===== src/hw/rtl/assert_macros.svh =====
// ----------------------------------------------------------------------------
// Assertion macros
// Shared concurrent assertion wrappers for the RTL.
// ----------------------------------------------------------------------------
`ifndef ASSERT_MACROS_SVH
`define ASSERT_MACROS_SVH

// Checked on every rising clock edge, switched off while reset is asserted.
`define ASSERT_RST(label, prop, msg) \
  label: assert property (@(posedge clk_i) disable iff (!rst_ni) (prop)) \
    else $error(msg);

// Checked on every rising clock edge, reset included.
`define ASSERT_ALWAYS(label, prop, msg) \
  label: assert property (@(posedge clk_i) (prop)) else $error(msg);

`endif


===== src/hw/rtl/htwi_pkg.sv =====
// ----------------------------------------------------------------------------
// Hex text parser package
// Types, constants and helpers shared by the parser and its interfaces.
// ----------------------------------------------------------------------------
package htwi_pkg;

  localparam int WordBits     = 64;
  localparam int CharW        = 8;
  localparam int CfgW         = 3;
  localparam int WordIdxW     = 2;
  localparam int MaxWordsDef  = 4;
  localparam int DigitsPerWord = WordBits / 4;

  localparam logic [CfgW-1:0] WordsInUseRst = 3'd4;

  localparam logic [CharW-1:0] ChNul   = 8'h00;
  localparam logic [CharW-1:0] ChLf    = 8'h0A;
  localparam logic [CharW-1:0] ChMinus = 8'h2D;
  localparam logic [CharW-1:0] ChLowX  = 8'h78;
  localparam logic [CharW-1:0] ChUpX   = 8'h58;

  typedef enum logic [2:0] {
    PH_START,
    PH_SIGNED,
    PH_ZERO1,
    PH_LEAD,
    PH_DIGITS
  } phase_e;

  typedef struct packed {
    logic       ok;
    logic [3:0] val;
  } hex_digit_t;

  // Decodes one ASCII character as a hexadecimal digit in either case.
  function automatic hex_digit_t hex_decode(logic [CharW-1:0] c);
    hex_digit_t r;
    r.ok  = 1'b0;
    r.val = 4'h0;
    if (c >= 8'h30 && c <= 8'h39) begin
      r.ok  = 1'b1;
      r.val = c[3:0];
    end else if ((c >= 8'h61 && c <= 8'h66) || (c >= 8'h41 && c <= 8'h46)) begin
      r.ok  = 1'b1;
      r.val = c[3:0] + 4'd9;
    end
    return r;
  endfunction

endpackage


===== src/hw/rtl/htwi_in_if.sv =====
// ----------------------------------------------------------------------------
// Character channel
// Carries one ASCII character request with an end-of-text marker.
// ----------------------------------------------------------------------------
interface htwi_in_if;
  import htwi_pkg::*;

  logic             valid;
  logic             ready;
  logic [CharW-1:0] char_code;
  logic             end_of_input;

  modport source (output valid, char_code, end_of_input, input ready);
  modport sink   (input valid, char_code, end_of_input, output ready);
endinterface


===== src/hw/rtl/htwi_out_if.sv =====
// ----------------------------------------------------------------------------
// Result word channel
// Carries one 64-bit word of a parsed number with its flags.
// ----------------------------------------------------------------------------
interface htwi_out_if;
  import htwi_pkg::*;

  logic                valid;
  logic                ready;
  logic [WordBits-1:0] value_word;
  logic [WordIdxW-1:0] word_index;
  logic                is_last;
  logic                negative;
  logic                bad_char;
  logic                ended_full;

  modport source (output valid, value_word, word_index, is_last, negative, bad_char,
                  ended_full, input ready);
  modport sink   (input valid, value_word, word_index, is_last, negative, bad_char,
                  ended_full, output ready);
endinterface


===== src/hw/rtl/htwi_cfg_if.sv =====
// ----------------------------------------------------------------------------
// Configuration channel
// Carries write requests to the word count register.
// ----------------------------------------------------------------------------
interface htwi_cfg_if;
  import htwi_pkg::*;

  logic            valid;
  logic            ready;
  logic [CfgW-1:0] words_in_use;

  modport source (output valid, words_in_use, input ready);
  modport sink   (input valid, words_in_use, output ready);
endinterface


===== src/hw/rtl/hex_text_to_wide_integer_top.sv =====
// ----------------------------------------------------------------------------
// Hex text to wide integer parser
// Parses ASCII hexadecimal text into a wide sign-magnitude integer and
// delivers it as 64-bit words, least significant word first.
//
//   Channel | Dir | Payload                                    | Per request
//   in_ch   | in  | char_code, end_of_input                    | one character
//   out_ch  | out | value_word, word_index, is_last, flags     | one word
//   cfg_ch  | in  | words_in_use                               | one write
//
// Ordinary characters are taken back to back. A terminator, or the digit
// that fills the capacity, ends a number and moves it into the output
// buffer, which then drains one word per cycle while the receiver is
// ready. The buffer is free again once its last word has been taken.
// A number-ending request stalls until the buffer is free again.
// Reset sets words_in_use to 4 and clears the parser; no clearing pass.
// ----------------------------------------------------------------------------
module hex_text_to_wide_integer_top #(
  parameter int MAX_WORDS = htwi_pkg::MaxWordsDef
) (
  input  logic          clk_i,
  input  logic          rst_ni,
  htwi_in_if.sink       in_ch,
  htwi_out_if.source    out_ch,
  htwi_cfg_if.sink      cfg_ch
);
  import htwi_pkg::*;

  `include "assert_macros.svh"

  localparam int MagW    = MAX_WORDS * WordBits;
  localparam int CntW    = $clog2(MAX_WORDS * DigitsPerWord + 1);
  localparam int IdxW    = ($clog2(MAX_WORDS) > WordIdxW) ? $clog2(MAX_WORDS) : WordIdxW;
  localparam int CmpW    = (CntW > 7) ? CntW : 7;
  localparam int UsedCap = (MAX_WORDS > 7) ? 7 : MAX_WORDS;
  localparam int MaxCap  = MAX_WORDS * DigitsPerWord;

  // Configuration register. Writes are to be issued only while the block is idle;
  // the block itself does not enforce this. The register is always ready.
  logic [CfgW-1:0] words_in_use_q;

  assign cfg_ch.ready = 1'b1;

  always_ff @(posedge clk_i or negedge rst_ni) begin
    if (!rst_ni) begin
      words_in_use_q <= WordsInUseRst;
    end else if (cfg_ch.valid) begin
      words_in_use_q <= cfg_ch.words_in_use;
    end
  end

  // Effective word count: zero acts as one, anything above the storage
  // acts as the full storage.
  logic [CfgW-1:0] used;
  logic [6:0]      cap;

  always_comb begin
    if (words_in_use_q == '0) begin
      used = CfgW'(1);
    end else if (words_in_use_q > CfgW'(UsedCap)) begin
      used = CfgW'(UsedCap);
    end else begin
      used = words_in_use_q;
    end
  end

  assign cap = {used, 4'b0000};

  // Parser state for the number currently being read.
  logic [MagW-1:0] mag_q, mag_d;
  phase_e          phase_q, phase_d;
  logic            minus_q, minus_d;
  logic [CntW-1:0] cnt_q, cnt_d;
  logic            err_q, err_d;

  // Output buffer holding the number that is being delivered. It shifts
  // down one word per delivered request, so the head word is always word 0.
  logic [WordBits-1:0] buf_q [MAX_WORDS];
  logic [IdxW-1:0]     idx_q, last_idx_q;
  logic                busy_q, neg_q, bad_q, full_q;

  hex_digit_t      dig;
  logic            term, take, full_now, ends_number, in_acc, out_acc;
  logic [CntW-1:0] cnt_inc;
  logic [MagW-1:0] mag_shift, mag_snap;
  logic            nonzero;

  assign dig       = hex_decode(in_ch.char_code);
  assign term      = in_ch.end_of_input || (in_ch.char_code == ChLf) ||
                     (in_ch.char_code == ChNul);
  assign cnt_inc   = cnt_q + 1'b1;
  assign mag_shift = {mag_q[MagW-5:0], dig.val};

  // Grammar: optional minus, optional 0x prefix, leading zeros skipped,
  // then significant digits. Anything out of place only raises the error.
  always_comb begin
    phase_d = phase_q;
    minus_d = minus_q;
    err_d   = err_q;
    take    = 1'b0;
    unique case (phase_q)
      PH_START: begin
        if (in_ch.char_code == ChMinus) begin
          minus_d = 1'b1;
          phase_d = PH_SIGNED;
        end else if (dig.ok && dig.val == 4'h0) begin
          phase_d = PH_ZERO1;
        end else if (dig.ok) begin
          take = 1'b1;
        end else begin
          err_d = 1'b1;
        end
      end
      PH_SIGNED: begin
        if (dig.ok && dig.val == 4'h0) begin
          phase_d = PH_ZERO1;
        end else if (dig.ok) begin
          take = 1'b1;
        end else begin
          err_d = 1'b1;
        end
      end
      PH_ZERO1: begin
        if (in_ch.char_code == ChLowX || in_ch.char_code == ChUpX ||
            (dig.ok && dig.val == 4'h0)) begin
          phase_d = PH_LEAD;
        end else if (dig.ok) begin
          take = 1'b1;
        end else begin
          err_d = 1'b1;
        end
      end
      PH_LEAD: begin
        if (dig.ok && dig.val != 4'h0) begin
          take = 1'b1;
        end else if (!dig.ok) begin
          err_d = 1'b1;
        end
      end
      PH_DIGITS: begin
        if (dig.ok) begin
          take = 1'b1;
        end else begin
          err_d = 1'b1;
        end
      end
      default: begin
        phase_d = PH_START;
      end
    endcase
    if (take) begin
      phase_d = PH_DIGITS;
    end
  end

  assign full_now    = !term && take && (CmpW'(cnt_inc) >= CmpW'(cap));
  assign ends_number = term || full_now;

  // A number-ending request waits until the buffer is free; every other
  // character passes straight through.
  assign in_ch.ready = !ends_number || !busy_q;
  assign in_acc      = in_ch.valid && in_ch.ready;
  assign out_acc     = out_ch.valid && out_ch.ready;

  assign mag_snap = full_now ? mag_shift : mag_q;

  // Only words that are delivered count toward the sign decision.
  always_comb begin
    nonzero = 1'b0;
    for (int k = 0; k < MAX_WORDS; k++) begin
      if (k < int'(used)) begin
        nonzero = nonzero || (mag_snap[k*WordBits +: WordBits] != '0);
      end
    end
  end

  always_comb begin
    mag_d = mag_q;
    cnt_d = cnt_q;
    if (ends_number) begin
      mag_d = '0;
      cnt_d = '0;
    end else if (take) begin
      mag_d = mag_shift;
      cnt_d = cnt_inc;
    end
  end

  always_ff @(posedge clk_i or negedge rst_ni) begin
    if (!rst_ni) begin
      mag_q   <= '0;
      phase_q <= PH_START;
      minus_q <= 1'b0;
      cnt_q   <= '0;
      err_q   <= 1'b0;
    end else if (in_acc) begin
      mag_q <= mag_d;
      cnt_q <= cnt_d;
      if (ends_number) begin
        phase_q <= PH_START;
        minus_q <= 1'b0;
        err_q   <= 1'b0;
      end else begin
        phase_q <= phase_d;
        minus_q <= minus_d;
        err_q   <= err_d;
      end
    end
  end

  // Output buffer control.
  always_ff @(posedge clk_i or negedge rst_ni) begin
    if (!rst_ni) begin
      busy_q <= 1'b0;
      idx_q  <= '0;
    end else if (in_acc && ends_number) begin
      busy_q <= 1'b1;
      idx_q  <= '0;
    end else if (out_acc) begin
      busy_q <= (idx_q != last_idx_q);
      idx_q  <= idx_q + 1'b1;
    end
  end

  always_ff @(posedge clk_i) begin
    if (in_acc && ends_number) begin
      for (int k = 0; k < MAX_WORDS; k++) begin
        buf_q[k] <= mag_snap[k*WordBits +: WordBits];
      end
      last_idx_q <= IdxW'(used - 1'b1);
      neg_q      <= minus_q && nonzero;
      bad_q      <= err_q;
      full_q     <= full_now;
    end else if (out_acc) begin
      for (int k = 0; k < MAX_WORDS - 1; k++) begin
        buf_q[k] <= buf_q[k+1];
      end
    end
  end

  assign out_ch.valid      = busy_q;
  assign out_ch.value_word = buf_q[0];
  assign out_ch.word_index = idx_q[WordIdxW-1:0];
  assign out_ch.is_last    = (idx_q == last_idx_q);
  assign out_ch.negative   = neg_q;
  assign out_ch.bad_char   = bad_q;
  assign out_ch.ended_full = full_q;

  // A number is only handed to the buffer when the buffer is empty.
  `ASSERT_RST(a_load_when_free, (in_acc && ends_number) |-> !busy_q,
              "number loaded while the output buffer was busy")
  // A finished number starts delivery at word zero in the next cycle.
  `ASSERT_RST(a_start_word0, (in_acc && ends_number) |=> (busy_q && idx_q == '0),
              "delivery did not start at word zero")
  // Delivery never runs past the last word of the number.
  `ASSERT_RST(a_idx_bound, busy_q |-> (idx_q <= last_idx_q),
              "word index ran past the last word")
  // The digit count stays below the largest capacity.
  `ASSERT_ALWAYS(a_cnt_bound, (CmpW'(cnt_q) < CmpW'(MaxCap)) || !rst_ni,
                 "digit count reached the storage capacity")

endmodule

===== src/flat_wrapper.sv =====
// flat-port wrapper written by rule: the top's interface ports become plain ports
module hex_text_to_wide_integer_top_flat import htwi_pkg::*;
#(
  parameter int MAX_WORDS = htwi_pkg::MaxWordsDef
)
  (clk_i, rst_ni, in_ch_valid, in_ch_char_code, in_ch_end_of_input, in_ch_ready, out_ch_valid, out_ch_value_word, out_ch_word_index, out_ch_is_last, out_ch_negative, out_ch_bad_char, out_ch_ended_full, out_ch_ready, cfg_ch_valid, cfg_ch_words_in_use, cfg_ch_ready);
  htwi_in_if in_ch_i ();
  htwi_out_if out_ch_i ();
  htwi_cfg_if cfg_ch_i ();
  input  logic clk_i;
  input  logic rst_ni;
  input wire logic [$bits(in_ch_i.valid)-1:0] in_ch_valid;
  input wire logic [$bits(in_ch_i.char_code)-1:0] in_ch_char_code;
  input wire logic [$bits(in_ch_i.end_of_input)-1:0] in_ch_end_of_input;
  output wire logic [$bits(in_ch_i.ready)-1:0] in_ch_ready;
  output wire logic [$bits(out_ch_i.valid)-1:0] out_ch_valid;
  output wire logic [$bits(out_ch_i.value_word)-1:0] out_ch_value_word;
  output wire logic [$bits(out_ch_i.word_index)-1:0] out_ch_word_index;
  output wire logic [$bits(out_ch_i.is_last)-1:0] out_ch_is_last;
  output wire logic [$bits(out_ch_i.negative)-1:0] out_ch_negative;
  output wire logic [$bits(out_ch_i.bad_char)-1:0] out_ch_bad_char;
  output wire logic [$bits(out_ch_i.ended_full)-1:0] out_ch_ended_full;
  input wire logic [$bits(out_ch_i.ready)-1:0] out_ch_ready;
  input wire logic [$bits(cfg_ch_i.valid)-1:0] cfg_ch_valid;
  input wire logic [$bits(cfg_ch_i.words_in_use)-1:0] cfg_ch_words_in_use;
  output wire logic [$bits(cfg_ch_i.ready)-1:0] cfg_ch_ready;
  assign in_ch_i.valid = in_ch_valid;
  assign in_ch_i.char_code = in_ch_char_code;
  assign in_ch_i.end_of_input = in_ch_end_of_input;
  assign in_ch_ready = in_ch_i.ready;
  assign out_ch_valid = out_ch_i.valid;
  assign out_ch_value_word = out_ch_i.value_word;
  assign out_ch_word_index = out_ch_i.word_index;
  assign out_ch_is_last = out_ch_i.is_last;
  assign out_ch_negative = out_ch_i.negative;
  assign out_ch_bad_char = out_ch_i.bad_char;
  assign out_ch_ended_full = out_ch_i.ended_full;
  assign out_ch_i.ready = out_ch_ready;
  assign cfg_ch_i.valid = cfg_ch_valid;
  assign cfg_ch_i.words_in_use = cfg_ch_words_in_use;
  assign cfg_ch_ready = cfg_ch_i.ready;
  hex_text_to_wide_integer_top #(.MAX_WORDS(MAX_WORDS)) u_core (.clk_i(clk_i), .rst_ni(rst_ni), .in_ch(in_ch_i), .out_ch(out_ch_i), .cfg_ch(cfg_ch_i));
endmodule

===== config.mk =====
export PLATFORM = sky130hd
export DESIGN_NAME = hex_text_to_wide_integer_top_flat
export DESIGN_NICKNAME = d
export VERILOG_FILES = /design/src/hw/rtl/htwi_pkg.sv /design/src/hw/rtl/htwi_in_if.sv /design/src/hw/rtl/htwi_out_if.sv /design/src/hw/rtl/htwi_cfg_if.sv /design/src/hw/rtl/hex_text_to_wide_integer_top.sv /design/src/flat_wrapper.sv
export VERILOG_INCLUDE_DIRS = /design/src /design/src/hw/rtl
export SDC_FILE = /design/constraint.sdc
export NUM_CORES = 1
export LEC_CHECK = 0
export ABC_AREA = 0
export BUFFER_PORTS_ARGS = -buffer_cell sky130_fd_sc_hd__buf_2
export CAP_MARGIN = 20
export CORE_MARGIN = 2
export CORE_UTILIZATION = 30
export DETAILED_ROUTE_END_ITERATION = 7
export GPL_TIMING_DRIVEN = 0
export PLACE_DENSITY = 0.57
export SYNTH_ARGS = -nofsm -noshare
export SYNTH_HDL_FRONTEND = slang
export SYNTH_SLANG_ARGS = --single-unit

===== constraint.sdc =====
create_clock -name clk_i -period 10.7 [get_ports clk_i]
set_input_delay 2.14 -clock clk_i [delete_from_list [all_inputs] [get_ports clk_i]]
set_output_delay 2.14 -clock clk_i [all_outputs]
set_load 0.02 [all_outputs]

==> flow_summary.toml <==
[layout]
area.growth.synth_to_final_pct = 16.1
finish.instance_area_um2 = 27300
post_route_utilization_pct = 35.2
final_cells = 3441
ratio_of_cells_with_drive_above_1_in_the_final_layout_pct = 12.1
num_antenna_cells = 0
nNetsFinal = 2383

[timing]
fin_worst_skew_ps = 17.6
finalWorstPathRequiredPeriod_ps = 7410
tightestPinTransition_ps = 1110
fmaxAchievable_mhz = 135
timing_max_transition_violations_final = 0
min_period_over_period_pct = 69.2
grt_setup_unrepaired = "false"
hold-worst-slack_ps = 517
setup_total_negative_slack_ps = 0
setup-violations-final = 0
worst_slew_margin_rel_pct = 25.4
timing.final.ws_setup_ps = 3290
hold_viol_final = 0

[logic_synthesis]
ys_seq_area_share_pct = 62.5
syn-num-nets = 2230
synth_edf_count = 261
yosysUniqueCellTypes = 55
post_syn_area_um2 = 23500
instance_count_of_the_mapped_netlist = 2203
yosys_reg_bits = 535
yosys_warnings = 0
yosys.area.top_type_share_pct = 33.3
synth_top_area_cell = "edfxtp_1"
ys_top_cells_by_area = "edfxtp_1 33%, dfrtp_1 29%, nand2_1 10%"
share_of_async_settable_or_async_resettable_flops_after_synthesis_pct = 51.2
synthesis.area_per_instance_um2 = 10.7
postSynth.topFlopCell = "dfrtp_1"

[run_status]
outcome = "complete, no violations"

[clocking]
worst_skew_pair.late_latency_ps = 610
tritoncts_clock_tree = "yes"
cts.path.max_buffers = 3
htreeDepth = 2
cts_bufs_inserted = 54
root_buffer = "clkbuf_16"
postCtsSetupBuffers = 0
clkSlewWorstSetupHoldPaths_ps = 60
cts_hold_buffers = 0
cts-resized-gates = 0
cts.sink_count = 535

[floorplan]
start_util_pct = 30.3
std_cell_rows = 102
floorplan.io_pins = 90
dieHeight_um = 284
fp.dieW_um = 284
die_area_um2 = 80600
placeable_core_region_um2 = 77500

[detailed_routing]
avgRoutedWirePerCell_um = 20.3
postRouteWirelength_mm = 70.0
first_pass_iters = 5
drtAntennaViolNets = 0
drt_drc_violations_left = 0
drt_first_iter_violations = 1363
routed_via_density = 5.19
dr_total_vias = 17900

[global_routing]
first_global_vias = 17700
wire_length_of_the_first_global_routing_pass_mm = 108
pin_count_of_the_biggest_net_entering_global_routing = 118
grt.total_usage_pct = 17.1
antenna_found_initial = 1
grt_overflow = 0

[setup_path]
timing_worst_setup_path_type = "in -> out"
worst_setup_path_startpoint = "in_ch_char_code[0]"
worst-endpoint-required_ps = 8560
r2r_start = "u_core.cnt_q[0]$_DFFE_PN0P_"
start_kind = "input port"
critical_path.max_fanout = 10
end_kind = "output port"
critPathArrivalTime_ps = 5270

[placed_design]
routabilityCongestion = 0.898
hpwlAfterDp_mm = 50.7
post-place-ws_ps = 3330
portBuffers = 87
post-place-cells = 3339
dpl-instance-area_um2 = 25400

[power]
total_power_mw = 5.59
cellLeakagePower_nw = 11.1
peakVddDrop_v = 0.000109
powerDensity_nw_per_um2 = 205

[job]
cap_viol_max_count = 0

[hold_path]
min-delay-start = "u_core.err_q$_DFFE_PN0P_"
worstHoldPathType = "reg -> reg"
## cell families (layout without fill, tap and decap cells)
family | count (synthesis) | count (layout) | synth area share (%)
mux | 7 | 7 | 0.319
compound gates | 503 | 503 | 15.9
simple gates | 965 | 965 | 16.7
flops | 535 | 535 | 62.5
other cells | 1 | 1 | 0.0160
xor+xnor | 7 | 7 | 0.261
fa+ha+maj | 10 | 10 | 0.532
buf+inv | 175 | 373 | 3.68
## cell usage after synthesis (all sizes together), types with 10 or more instances
| cell type | number |
|---|---|
| nand2 | 639 |
| dfrtp | 273 |
| edfxtp | 261 |
| a22o | 240 |
| nor2 | 204 |
| a31oi | 190 |
| buf | 96 |
| clkbuf | 67 |
| nor4 | 64 |
| o21ai | 46 |
| nand4 | 17 |
| nand3 | 14 |
| inv | 12 |
| ha | 10 |
## flip-flops by register name, summed over array words and instances, names as in the netlist, 2 cells and up
register                  flops
u_core.words_in_use_q         3
u_core.phase_q                3
u_core.mag_q                256
u_core.cnt_q                  7
u_core.last_idx_q             2
u_core.buf_q                256
u_core.out_ch.word_index      2
## report_power, final
group / internal (mW) / switching, mW
Clock: 1.16 / 0.823
Sequential: 2.55 / 0.0832
Combinational: 0.253 / 0.716
## critical path: stages
cell and delay (ps):
buf_2 150, inv_1 120, ha_1 250, or3b_1 200, nand3_1 180, o21ba_2 330, nor4_4 430, nand2_1 190
inv_2 250, buf_4 330, buf_2 400, o21ai_1 100, buf_2 170
## final cells by class
type                            count  area [um^2]
Sequential cell                   535        14700
Buffer                            163          821
Tap cell                         1040         1300
Clock buffer                       75         1520
Multi-Input combinational cell   1493         7950
Timing Repair Buffer               97          638
Inverter                           12         47.5
Fill cell                        7668        50200
Clock inverter                     26          318
## per-layer routing
metal  vias up  wire (um)  GRT usage [%]
met2       620      34100           29.1
met3       136       3580           2.41
met4         2       2680           6.67
li1       8289          -              -
met1      8822      29600           21.9
met5         -         13              0
## layout by cell type (no fill, tap or decap), drive strengths merged, types with 3 or more instances in the layout
cell type    n
nor3         7
edfxtp     261
a21o         4
clkbuf     142
buf        193
o21ai       46
inv         14
a31oi      190
nor4        64
nand4       17
bufinv       7
a211oi       3
clkinvlp     3
a21oi        7
dfrtp      273
nor2b        4
nor2       204
clkinv      14
mux2i        3
a22o       240
nand3       14
nand2      639
mux2         4
xor2         5
ha          10
## final timing paths
| path | endpoint | cells after the start | slack [ps] |
|---|---|---|---|
| setup / recovery | in_ch_ready | 13 | 3290 |
| hold / removal | u_core.out_ch.bad_char$_DFFE_PP_ | 0 | 520 |
| setup reg to reg | u_core.buf_q[1][51]$_DFFE_PP_ | 12 | 6730 |
| hold reg to reg | u_core.out_ch.bad_char$_DFFE_PP_ | 0 | 520 |
| max in group asynchronous | u_core.mag_q[108]$_DFFE_PN0P_ | 3 | 7850 |
| min in group asynchronous | u_core.words_in_use_q[1]$_DFFE_PN0P_ | 1 | 1430 |
Power figures use the tool's default switching activity.
